<file path="src/hw/rtl/md5_pkg.sv">
// Shared types, constants and round tables of the MD5 message digest block.
// No dependencies; imported by md5_buf, md5_round and md5_message_digest.
package md5_pkg;

  localparam logic [31:0] IV_A = 32'h67452301;
  localparam logic [31:0] IV_B = 32'hefcdab89;
  localparam logic [31:0] IV_C = 32'h98badcfe;
  localparam logic [31:0] IV_D = 32'h10325476;

  localparam logic [7:0] PAD_BYTE  = 8'h80;
  localparam logic [5:0] LAST_POS  = 6'h3f;
  localparam logic [5:0] LEN_POS   = 6'd56;
  localparam logic [5:0] LAST_RND  = 6'd63;
  localparam logic [63:0] BYTE_BITS = 64'd8;

  localparam logic [31:0] K_TAB [64] = '{
    32'hd76aa478, 32'he8c7b756, 32'h242070db, 32'hc1bdceee,
    32'hf57c0faf, 32'h4787c62a, 32'ha8304613, 32'hfd469501,
    32'h698098d8, 32'h8b44f7af, 32'hffff5bb1, 32'h895cd7be,
    32'h6b901122, 32'hfd987193, 32'ha679438e, 32'h49b40821,
    32'hf61e2562, 32'hc040b340, 32'h265e5a51, 32'he9b6c7aa,
    32'hd62f105d, 32'h02441453, 32'hd8a1e681, 32'he7d3fbc8,
    32'h21e1cde6, 32'hc33707d6, 32'hf4d50d87, 32'h455a14ed,
    32'ha9e3e905, 32'hfcefa3f8, 32'h676f02d9, 32'h8d2a4c8a,
    32'hfffa3942, 32'h8771f681, 32'h6d9d6122, 32'hfde5380c,
    32'ha4beea44, 32'h4bdecfa9, 32'hf6bb4b60, 32'hbebfbc70,
    32'h289b7ec6, 32'heaa127fa, 32'hd4ef3085, 32'h04881d05,
    32'hd9d4d039, 32'he6db99e5, 32'h1fa27cf8, 32'hc4ac5665,
    32'hf4292244, 32'h432aff97, 32'hab9423a7, 32'hfc93a039,
    32'h655b59c3, 32'h8f0ccc92, 32'hffeff47d, 32'h85845dd1,
    32'h6fa87e4f, 32'hfe2ce6e0, 32'ha3014314, 32'h4e0811a1,
    32'hf7537e82, 32'hbd3af235, 32'h2ad7d2bb, 32'heb86d391
  };

  localparam logic [4:0] ROT_TAB [16] = '{
    5'd7, 5'd12, 5'd17, 5'd22, 5'd5, 5'd9, 5'd14, 5'd20,
    5'd4, 5'd11, 5'd16, 5'd23, 5'd6, 5'd10, 5'd15, 5'd21
  };

  // Buffer control from the sequencer
  typedef struct packed {
    logic        clr;
    logic        byte_we;
    logic [5:0]  byte_pos;
    logic [7:0]  byte_val;
    logic        len_we;
    logic [63:0] len;
  } buf_ctl_t;

  // Round unit control from the sequencer
  typedef struct packed {
    logic load;
    logic calc;
    logic step;
  } rnd_ctl_t;

  // Message word used by a round
  function automatic logic [3:0] msg_idx(input logic [5:0] i);
    logic [3:0] l;
    logic [3:0] g;
    l = i[3:0];
    unique case (i[5:4])
      2'd0:    g = l;
      2'd1:    g = 4'((l * 4'd5) + 4'd1);
      2'd2:    g = 4'((l * 4'd3) + 4'd5);
      default: g = 4'(l * 4'd7);
    endcase
    return g;
  endfunction

  function automatic logic [4:0] rot_amt(input logic [5:0] i);
    return ROT_TAB[{i[5:4], i[1:0]}];
  endfunction

  function automatic logic [31:0] bswap32(input logic [31:0] v);
    return {v[7:0], v[15:8], v[23:16], v[31:24]};
  endfunction

endpackage

</file>
<file path="src/hw/rtl/md5_buf.sv">
// Block buffer: sixteen little-endian message words with byte and length writes.
// Depends on md5_pkg.
module md5_buf (
  input  logic              clk,
  input  logic              rst_n,
  input  md5_pkg::buf_ctl_t ctl,
  input  logic [3:0]        rd_idx,
  output logic [31:0]       rd_word
);
  import md5_pkg::*;

  logic [31:0] words_r [16];

  // Clear on reset or after a block; otherwise take byte and length writes
  always_ff @(posedge clk) begin
    if (!rst_n || ctl.clr) begin
      for (int w = 0; w < 16; w++) words_r[w] <= '0;
    end else begin
      if (ctl.byte_we) begin
        words_r[ctl.byte_pos[5:2]][{ctl.byte_pos[1:0], 3'b000} +: 8] <= ctl.byte_val;
      end
      if (ctl.len_we) begin
        words_r[14] <= ctl.len[31:0];
        words_r[15] <= ctl.len[63:32];
      end
    end
  end

  // Word for the current round
  assign rd_word = words_r[rd_idx];

endmodule

</file>
<file path="src/hw/rtl/md5_round.sv">
// Shared MD5 round unit: working words and a round in steps (sum, then rotate and add).
// Depends on md5_pkg.
module md5_round (
  input  logic              clk,
  input  md5_pkg::rnd_ctl_t ctl,
  input  logic [5:0]        rnd_idx,
  input  logic [31:0]       msg_word,
  input  logic [31:0]       init_a,
  input  logic [31:0]       init_b,
  input  logic [31:0]       init_c,
  input  logic [31:0]       init_d,
  output logic [31:0]       a_out,
  output logic [31:0]       b_out,
  output logic [31:0]       c_out,
  output logic [31:0]       d_out
);
  import md5_pkg::*;

  logic [31:0] a_r, b_r, c_r, d_r, sum_r;
  logic [31:0] f_val;
  logic [63:0] rot_wide;
  logic [31:0] rot_val;

  // Round function of the current phase
  always_comb begin
    unique case (rnd_idx[5:4])
      2'd0:    f_val = d_r ^ (b_r & (c_r ^ d_r));
      2'd1:    f_val = c_r ^ (d_r & (b_r ^ c_r));
      2'd2:    f_val = b_r ^ c_r ^ d_r;
      default: f_val = c_r ^ (b_r | ~d_r);
    endcase
  end

  // Rotate the registered sum left
  assign rot_wide = {sum_r, sum_r} << rot_amt(rnd_idx);
  assign rot_val  = rot_wide[63:32];

  // Load, sum, or rotate the words
  always_ff @(posedge clk) begin
    if (ctl.load) begin
      a_r <= init_a;
      b_r <= init_b;
      c_r <= init_c;
      d_r <= init_d;
    end else if (ctl.calc) begin
      sum_r <= a_r + f_val + K_TAB[rnd_idx] + msg_word;
    end else if (ctl.step) begin
      a_r <= d_r;
      d_r <= c_r;
      c_r <= b_r;
      b_r <= b_r + rot_val;
    end
  end

  assign a_out = a_r;
  assign b_out = b_r;
  assign c_out = c_r;
  assign d_out = d_r;

endmodule

</file>
<file path="src/hw/rtl/md5_message_digest.sv">
// Top level of the MD5 message digest: byte intake, padding sequencer and digest output.
// Depends on md5_pkg, md5_buf and md5_round.
//
//  channel | dir | tdata             | tuser        | tlast
//  in_     | in  | data_byte [7:0]   | byte_present | end_of_message
//  out_    | out | digest_half[63:0] | half_index   | last_half
//
// Byte items are taken back to back while idle; the 64th byte of a block starts the
// compression (load, 64 rounds of sum and rotate steps in the shared unit, chain add).
// Closing a message adds a pad state, a length state and one or two compressions,
// then two output items. in_tready is low throughout. Reset is synchronous and
// restores the MD5 initial chaining words, zero bit count and an empty buffer.
// A stalled output holds its item until out_tready.
module md5_message_digest (
  input  logic        clk,
  input  logic        rst_n,
  input  logic        in_tvalid,
  output logic        in_tready,
  input  logic [7:0]  in_tdata,   // [7:0] data_byte
  input  logic        in_tuser,   // [0] byte_present
  input  logic        in_tlast,   // end_of_message
  output logic        out_tvalid,
  input  logic        out_tready,
  output logic [63:0] out_tdata,  // [63:0] digest_half
  output logic        out_tuser,  // [0] half_index
  output logic        out_tlast   // last_half
);
  import md5_pkg::*;

  typedef enum logic [2:0] {
    S_IDLE, S_LOAD, S_RA, S_RB, S_FIN, S_PAD, S_LEN, S_OUT0
  } state_t;

  typedef enum logic [1:0] {K_DATA, K_PAD, K_LAST} kind_t;

  state_t      state_r;
  kind_t       kind_r;
  logic        half_r;
  logic        pend_r;
  logic [5:0]  fill_r;
  logic [5:0]  rnd_r;
  logic [63:0] count_r;
  logic [31:0] chain_r [4];

  logic        in_acc;
  logic        out_acc;
  buf_ctl_t    bctl;
  rnd_ctl_t    rctl;
  logic [31:0] msg_word;
  logic [31:0] wa, wb, wc, wd;

  assign in_tready = (state_r == S_IDLE);
  assign in_acc    = in_tvalid && in_tready;
  assign out_acc   = out_tvalid && out_tready;

  // Buffer writes: message byte, pad byte, length, clears
  always_comb begin
    bctl.byte_we  = (in_acc && in_tuser) || (state_r == S_PAD);
    bctl.byte_pos = fill_r;
    bctl.byte_val = (state_r == S_PAD) ? PAD_BYTE : in_tdata;
    bctl.len_we   = (state_r == S_LEN);
    bctl.len      = count_r;
    bctl.clr      = ((state_r == S_FIN) && (kind_r != K_LAST)) || (out_acc && half_r);
  end

  // Round unit steps
  always_comb begin
    rctl.load = (state_r == S_LOAD);
    rctl.calc = (state_r == S_RA);
    rctl.step = (state_r == S_RB);
  end

  md5_buf u_buf (
    .clk     (clk),
    .rst_n   (rst_n),
    .ctl     (bctl),
    .rd_idx  (msg_idx(rnd_r)),
    .rd_word (msg_word)
  );

  md5_round u_round (
    .clk      (clk),
    .ctl      (rctl),
    .rnd_idx  (rnd_r),
    .msg_word (msg_word),
    .init_a   (chain_r[0]),
    .init_b   (chain_r[1]),
    .init_c   (chain_r[2]),
    .init_d   (chain_r[3]),
    .a_out    (wa),
    .b_out    (wb),
    .c_out    (wc),
    .d_out    (wd)
  );

  // Sequencer
  always_ff @(posedge clk) begin
    if (!rst_n) begin
      state_r    <= S_IDLE;
      kind_r     <= K_DATA;
      half_r     <= 1'b0;
      pend_r     <= 1'b0;
      fill_r     <= '0;
      rnd_r      <= '0;
      count_r    <= '0;
      chain_r[0] <= IV_A;
      chain_r[1] <= IV_B;
      chain_r[2] <= IV_C;
      chain_r[3] <= IV_D;
    end else begin
      unique case (state_r)
        S_IDLE: begin
          if (in_acc) begin
            pend_r <= in_tlast;
            if (in_tuser) begin
              fill_r  <= fill_r + 6'd1;
              count_r <= count_r + BYTE_BITS;
            end
            // Full block compresses first; a close then pads
            if (in_tuser && (fill_r == LAST_POS)) begin
              kind_r  <= K_DATA;
              state_r <= S_LOAD;
            end else if (in_tlast) begin
              state_r <= S_PAD;
            end
          end
        end
        S_PAD: begin
          // Length no longer fits: compress this block on its own
          if (fill_r >= LEN_POS) begin
            kind_r  <= K_PAD;
            state_r <= S_LOAD;
          end else begin
            state_r <= S_LEN;
          end
        end
        S_LEN: begin
          kind_r  <= K_LAST;
          state_r <= S_LOAD;
        end
        S_LOAD: state_r <= S_RA;
        S_RA:   state_r <= S_RB;
        S_RB: begin
          rnd_r   <= rnd_r + 6'd1;
          state_r <= (rnd_r == LAST_RND) ? S_FIN : S_RA;
        end
        S_FIN: begin
          chain_r[0] <= chain_r[0] + wa;
          chain_r[1] <= chain_r[1] + wb;
          chain_r[2] <= chain_r[2] + wc;
          chain_r[3] <= chain_r[3] + wd;
          unique case (kind_r)
            K_DATA:  state_r <= pend_r ? S_PAD : S_IDLE;
            K_PAD:   state_r <= S_LEN;
            default: begin
              half_r  <= 1'b0;
              state_r <= S_OUT0;
            end
          endcase
        end
        default: begin
          // Emit both halves, then restart for a new message
          if (out_acc) begin
            if (half_r) begin
              state_r    <= S_IDLE;
              half_r     <= 1'b0;
              pend_r     <= 1'b0;
              fill_r     <= '0;
              count_r    <= '0;
              chain_r[0] <= IV_A;
              chain_r[1] <= IV_B;
              chain_r[2] <= IV_C;
              chain_r[3] <= IV_D;
            end else begin
              half_r <= 1'b1;
            end
          end
        end
      endcase
    end
  end

  // Digest halves in standard byte order
  assign out_tvalid = (state_r == S_OUT0);
  assign out_tuser  = half_r;
  assign out_tlast  = half_r;
  assign out_tdata  = half_r ? {bswap32(chain_r[2]), bswap32(chain_r[3])}
                             : {bswap32(chain_r[0]), bswap32(chain_r[1])};

  // Intake and output never overlap
  assert property (@(posedge clk) disable iff (!rst_n) !(in_tready && out_tvalid))
    else $error("input ready while digest output pending");

  // The round counter rests at zero outside a compression
  assert property (@(posedge clk) disable iff (!rst_n)
    (state_r == S_IDLE || state_r == S_OUT0) |-> (rnd_r == '0))
    else $error("round counter not at rest");

  // After the final half the block is back to intake with an empty buffer
  assert property (@(posedge clk) disable iff (!rst_n)
    (out_acc && out_tlast) |=> (in_tready && fill_r == '0 && count_r == '0))
    else $error("block did not restart after digest");

  // The second half always follows the first
  assert property (@(posedge clk) disable iff (!rst_n)
    (out_acc && !out_tlast) |=> (out_tvalid && out_tlast))
    else $error("second digest half missing");

endmodule

</file>
<file path="config.mk">
export PLATFORM = sky130hd
export DESIGN_NAME = md5_message_digest
export DESIGN_NICKNAME = d
export VERILOG_FILES = /design/src/hw/rtl/md5_pkg.sv /design/src/hw/rtl/md5_buf.sv /design/src/hw/rtl/md5_round.sv /design/src/hw/rtl/md5_message_digest.sv
export SDC_FILE = /design/constraint.sdc
export NUM_CORES = 2
export LEC_CHECK = 0
export BUFFER_PORTS_ARGS = -buffer_cell sky130_fd_sc_hd__buf_2
export CAP_MARGIN = 5
export CELL_PAD_IN_SITES_DETAIL_PLACEMENT = 0
export CELL_PAD_IN_SITES_GLOBAL_PLACEMENT = 1
export CORE_UTILIZATION = 52
export CTS_CLUSTER_SIZE = 40
export DETAILED_ROUTE_END_ITERATION = 10
export HOLD_SLACK_MARGIN = 0.12
export PLACE_DENSITY_LB_ADDON = 0.1
export SLEW_MARGIN = 25
export SYNTH_ARGS = -nofsm -noshare
export SYNTH_HDL_FRONTEND = slang
export SYNTH_HIERARCHICAL = 1
export SYNTH_SLANG_ARGS = --single-unit
</file>
<file path="constraint.sdc">
create_clock -name clk -period 7.95 [get_ports clk]
set_input_delay 1.59 -clock clk [delete_from_list [all_inputs] [get_ports clk]]
set_output_delay 1.59 -clock clk [all_outputs]
set_load 0.03 [all_outputs]
</file>
## Word level (Yosys, flattened, before mapping)

Memory sizes are Yosys's and may differ from the RTL's.
Cells that the tools add are included.

| storage, ports and cells | value |
|---|---|
| bits in read-only memories | 2128 |
| output and inout port bits | 68 |
| bits of input ports | 14 |
| logic and storage cells | 198 |
| memory bits (writable) | 640 |
| register bits | 243 |
| memories kept | 4 |

| cells by class | value |
|---|---|
| shift operators | 3 |
| reduce and logical (&&, ||, !) cells | 32 |
| bitwise logic cells | 25 |
| add/sub/neg operators | 14 |
| multiplexer cells | 82 |
| equality and inequality tests | 20 |
| $mul | 3 |
| order comparisons | 3 |

Memories:

| name | depth | width | read ports | clocked after Yosys merged registers in | write ports | line | text |
|---|---|---|---|---|---|---|---|
| (no name shown) | 64 | 32 | 1 | 0 | 0 | md5_round.sv:46 | `sum_r <= a_r + f_val + K_TAB[rnd_idx] + msg_word;` |
| u_buf.words_r | 16 | 32 | 1 | 0 | 16 | md5_buf.sv:12 | `logic [31:0] words_r [16];` |
| chain_r | 4 | 32 | 4 | 0 | 4 | md5_message_digest.sv:43 | `logic [31:0] chain_r [4];` |
| (no name shown) | 16 | 5 | 1 | 0 | 0 | md5_pkg.sv:72 | `return ROT_TAB[{i[5:4], i[1:0]}];` |

Operators with widths:

| operator | number |
|---|---|
| 32-bit 2-to-1 mux | 27 |
| 64-bit 2-to-1 mux | 5 |
| 32-bit adder | 8 |
| 32-bit bitwise XOR | 6 |
| 64-bit one-hot mux with 2 select lines | 1 |
| 32-bit one-hot mux with 3 select lines | 1 |
| 64-bit by 4-bit adder with 64-bit output, second input constant | 1 |
| 32-bit AND | 2 |
| 64-bit by 5-bit << shifter with 64-bit output | 1 |
| 32-bit inverter | 1 |
| 32-bit bitwise OR | 1 |
| 32-bit OR reduction | 1 |
| 8-bit by 7-bit variable shift with 32-bit output, first input constant | 1 |
| 8-bit by 7-bit indexed part select with 32-bit output | 1 |
| 3-bit 2-to-1 mux | 8 |
| 6-bit 2-to-1 mux | 4 |
| 1-bit 2-to-1 mux | 22 |
| 3-bit one-hot mux with 7 select lines | 1 |
| 8-bit nonzero test | 2 |
| 6-bit by 1-bit adder with 6-bit output, second input constant | 2 |
| 3-bit equality test, second input constant | 4 |
| 6-bit equality test, second input constant | 2 |
| 4-bit one-hot mux with 3 select lines | 1 |
| 6-bit one-hot mux with 2 select lines | 1 |
| 40 further kinds | 78 |

## Logic depth before layout (Yosys ltp)

| depth | value |
|---|---|
| word-level depth | 9 |
| gate-level depth with buffers | 28 |
| mapped depth without buffers | 26 |

## Cells and area by module

The synthesis kept the hierarchy.

Modules (own cells, without submodules):

| module | area each (um^2) | instances | cells each | sequential area each (um^2) |
|---|---|---|---|---|
| md5_buf | 23313.6 | 1 | 1690 | 15374.7 |
| md5_round | 17837.1 | 1 | 2008 | 4804.6 |
| md5_message_digest | 15497.4 | 1 | 1829 | 4804.6 |

## Least setup slack after synthesis

Ideal clock, no wire load.

| timing path | value |
|---|---|
| kind | register to register |
| start | register rnd_r[0] |
| end | register u_round.sum_r[31] (data pin) |
| period minus slack after synthesis | 6317 ps |
| setup time | 262 ps |
| data required time | 7688 ps |
| buffers on the path | 2 |
| arrival | 6055 ps |
| cell stages (with the launch flop) | 29 |
| setup slack | 1633 ps |
| path through | dfxtp_1 > inv_1 > fa_1 > inv_1 > ha_1 > xor2_1 > xnor2_1 > nand2_1 > o211ai_1 > o21ai_0 > nor2b_1 > clkbuf_1 > clkbuf_1 > a22oi_1 > nand2_1 > inv_1 > fa_1 > inv_1 > fa_1 > ha_1 > fa_1 > a211oi_1 > o211ai_1 > a31oi_1 > o211a_2 > nor4_1 > or2_1 > a211oi_1 > xnor2_1 |

| between the ends | value |
|---|---|
| elaborated cells between the ends (all ways) | 13 |
| classes of those cells | add/sub (4); mul (3); mux (3); bitwise (1); memory (2) |

RTL lines:

| element | line | text |
|---|---|---|
| start: declaration | md5_message_digest.sv:41 | `logic [5:0] rnd_r;` |
| start signal: assignment | md5_message_digest.sv:144 | `rnd_r <= rnd_r + 6'd1;` |
| 4-bit by 2-bit multiplier with 4-bit output / 4-bit by 3-bit multiplier with 4-bit output (equally long branches) | md5_pkg.sv:65, md5_pkg.sv:64 |  |
| 4-bit by 3-bit adder with 4-bit output / 4-bit by 1-bit adder with 4-bit output (equally long branches) | md5_pkg.sv:65, md5_pkg.sv:64 |  |
| 4-bit one-hot mux with 3 select lines (*) | md5_pkg.sv:62 | `unique case (i[5:4])` |
| memory 16 x 32 bit (*) | n/a |  |
| named net msg_word[1] | md5_message_digest.sv:49 | `logic [31:0] msg_word;` |
| 32-bit adder (*) | md5_round.sv:46 |  |
| end signal: assignment | md5_round.sv:46 |  |
| end: declaration | md5_round.sv:19 | `logic [31:0] a_r, b_r, c_r, d_r, sum_r;` |

Mark *: on every way through the listed nets, which the timed path passes. The rest lies on a longest branch. The select of a mux whose other input is x is not followed.
A chain may end at the register's enable or synchronous reset.

## Worst setup path after layout

Ends and elaborated chain as after synthesis.

==> results.py <==
metrics = {
    "timing": {
        "worst-slew-pin-transition_ps": 1130,
        "setup_viol": 0,
        "finalClockSkew_ps": 58.4,
        "rsz0062_at_grt": "false",
        "timing_hold_violations_final": 0,
        "fin_crit_ps": 6870,
        "finalCritPeriodShare": 0.864,
        "max_slew_margin": 0.238,
        "fmax_ghz": 0.146,
        "drv_slew": 0,
        "setup_tns_ps": 0,
        "setup_ws_ps": 1080,
    },
    "placement": {
        "dp_worst_setup_slack_ps": 1120,
        "place_area_mm2": 0.0586,
        "dp_cells": 6817,
        "dp_hpwl_mm": 145,
        "gp_congestion": 0.995,
        "port_buffers": 81,
    },
    "detailed_routing": {
        "dr.pass1.iters": 6,
        "drtAntennaViolNets": 0,
        "wl_mm": 192,
        "detail_route.vias_per_cell": 6.42,
        "drt_iter0_drc": 4708,
        "wl_per_cell_um": 27.5,
        "drc": 0,
        "vias": 44928,
    },
    "synthesis": {
        "yosys.area.top_type": "edfxtp_1",
        "ys_warn_count": 6,
        "synth_cell_types": 103,
        "synth-seq-area-share": 0.441,
        "avgSynthCellArea_um2": 10.2,
        "netlist_instances": 5527,
        "synth_edf_count": 736,
        "netlist_top_cells_area": "edfxtp_1, mux4_2, dfxtp_1",
        "synth_seq_cells": 880,
        "async_flop_share": 0,
        "synth_area_mm2": 0.0566,
        "synth_top_area_frac": 0.390,
        "synth_flop_cell": "edfxtp_1",
    },
    "clock_network": {
        "cts_buffers": 96,
        "cts_setup_buffers": 0,
        "cts-resized-gates": 0,
        "cts_hold_buf": 0,
        "ctsLongestPathBuffers": 3,
        "cts_root_buf": "clkbuf_16",
        "clk_latency_ps": 720,
        "cts_sinks": 880,
        "cts_tree": "done",
        "clk_pin_slew_worst_paths_ps": 60,
        "htree_levels": 3,
    },
    "setup_path": {
        "slowest_delay_ps": 580,
        "crit_family": "adder cells",
        "required_ps": 8390,
        "critPathLaunchType": "flip-flop",
        "cp.arrival_ps": 7300,
        "path_buf_inv": 4,
        "worst_setup_path_end_kind": "flip-flop",
        "timing.critical_path.fanout_max": 12,
        "critPathSlowestCell": "fa_1",
        "worstSetupPathDepth": 26,
        "critPathKind": "reg -> reg",
        "reg2reg_depth": 26,
    },
    "worst_hold_path": {
        "hold_path.class": "reg -> reg",
        "min_path_cells": 2,
    },
    "final_layout": {
        "final_nets": 5816,
        "syn2layout_area_growth_pct": 9.05,
        "fill_cells": 9268,
        "ff_latch_area_mm2": 0.0250,
        "finalCoreUtilization": 0.575,
        "instances_no_fill": 7001,
        "fin_area_mm2": 0.0618,
        "drive_gt1_frac": 0.143,
        "multiInputGateArea_mm2": 0.0297,
    },
    "pwr": {
        "p_leak_nw": 22.8,
        "ir_worst_vdd_mv": 0.258,
        "power_density_mw_per_mm2": 447,
    },
    "global_routing": {
        "grt_pass1_vias": 42907,
        "grt_pass1_wl_mm": 283,
        "track_usage": 0.344,
        "grt_max_degree": 138,
        "antenna_found_initial": 3,
        "overflow": 0,
    },
    "floorplan": {
        "die_w_um": 332,
        "start_util": 0.527,
        "die_area_mm2": 0.110,
        "ios": 82,
        "rows": 120,
        "die_h_um": 332,
        "fp.coreArea_mm2": 0.108,
    },
    "job": {
        "maxCapViolCount": 0,
    },
    "outcome": {
        "status": "finished clean",
    },
}
routing by layer:
metal | track usage | wire, um | vias up
li1 | - | - | 20358
met1 | 0.441 | 75300 | 22066
met2 | 0.577 | 92600 | 2062
met3 | 0.0451 | 13800 | 440
met4 | 0.167 | 10600 | 2
met5 | 0 | 38 | -
flip-flops by register name, summed over array words and instances, names as in the netlist:
register and flops:
state_r 3, kind_r 2, u_round/a_out 32, chain_r 128, u_round/d_out 32, u_buf/words_r 512
count_r 61, u_round/sum_r 32, pend_r 1, u_round/b_out 32, fill_r 6, u_round/c_out 32
rnd_r 6, out_tlast 1
Yosys cell counts (34+ instances only):
cell type,instances
xor2_1,116
inv_1,205
edfxtp_1,736
nand4_1,36
and3_1,34
xnor2_1,142
nand2_1,509
a211oi_1,83
a21oi_1,317
mux2i_1,103
fa_1,70
a21o_1,109
or2_2,40
o211ai_1,76
mux2_2,197
a22oi_1,70
nor2_1,749
clkbuf_1,201
buf_2,54
nor3_1,58
ha_1,217
and2_1,51
nand3_1,132
mux4_2,147
o21ai_0,397
dfxtp_1,144
a31oi_1,51
nor2b_1,52
cells by family after synthesis:
family / share of synthesized area
simple gates: 0.142
compound gates: 0.151
flops: 0.441
buf+inv: 0.0370
mux: 0.116
fa+ha+maj: 0.0728
xor+xnor: 0.0402
other cells: 0.0000662
cell usage in the layout, fill, tap and decap left out, types with 49 or more instances in the layout:
master and instances:
a21oi_1 316, edfxtp_1 736, xnor2_1 141, o211ai_1 76, mux2i_1 101, nor3_1 58, a21o_1 108, fa_1 70
dfxtp_1 139, nor2_1 741, nor2b_1 49, mux2_2 197, xor2_1 116, o21ai_0 358, a22oi_1 70, a31oi_1 51
nand3_1 132, inv_1 205, clkbuf_16 98, buf_4 102, nand2_1 506, o21ai_1 49, buf_2 81, mux4_2 147
ha_1 217, a211oi_1 82
final cells by class:
class | instances | share of cell area
multi-input combinational | 4136 | 0.481
sequential | 880 | 0.405
clock buffer | 140 | 0.0435
tap | 1403 | 0.0284
timing repair buffer | 193 | 0.0219
inverter | 208 | 0.0126
clock inverter | 40 | 0.00753
antenna | 1 | 0.0000405
final timing paths:
check | startpoint | endpoint | slack, ps
setup / recovery | rnd_r[0] | u_round/sum_r[31] | 1080
hold / removal | chain_r[0][12] | chain_r[0][12] | 490
setup reg to reg | rnd_r[0] | u_round/sum_r[31] | 1080
hold reg to reg | chain_r[0][12] | chain_r[0][12] | 490
worst min-delay path, delay by kind of cell, from the launching register on:
family,cells,cell delay [ps]
DFF,1,330
and+or+nand+nor,1,60
AOI/OAI and AO/OA,1,50
report_power, final:
part	switching (mW)	internal (mW)	total (mW)	leakage, nW
combinational	9.17	6.04	15.2	12.7
clock	1.94	2.56	4.50	1.52
sequential	1.01	6.91	7.92	8.58
per-stage QoR:
step                hold WS (ps)  power, mW
global placement             468       22.8
detailed placement           482       22.9
floorplan                    455       18.6
CTS                          491       27.5
finish                       489       27.6
global route                 524       29.4
Note: power is estimated with default switching activity, not from simulation.
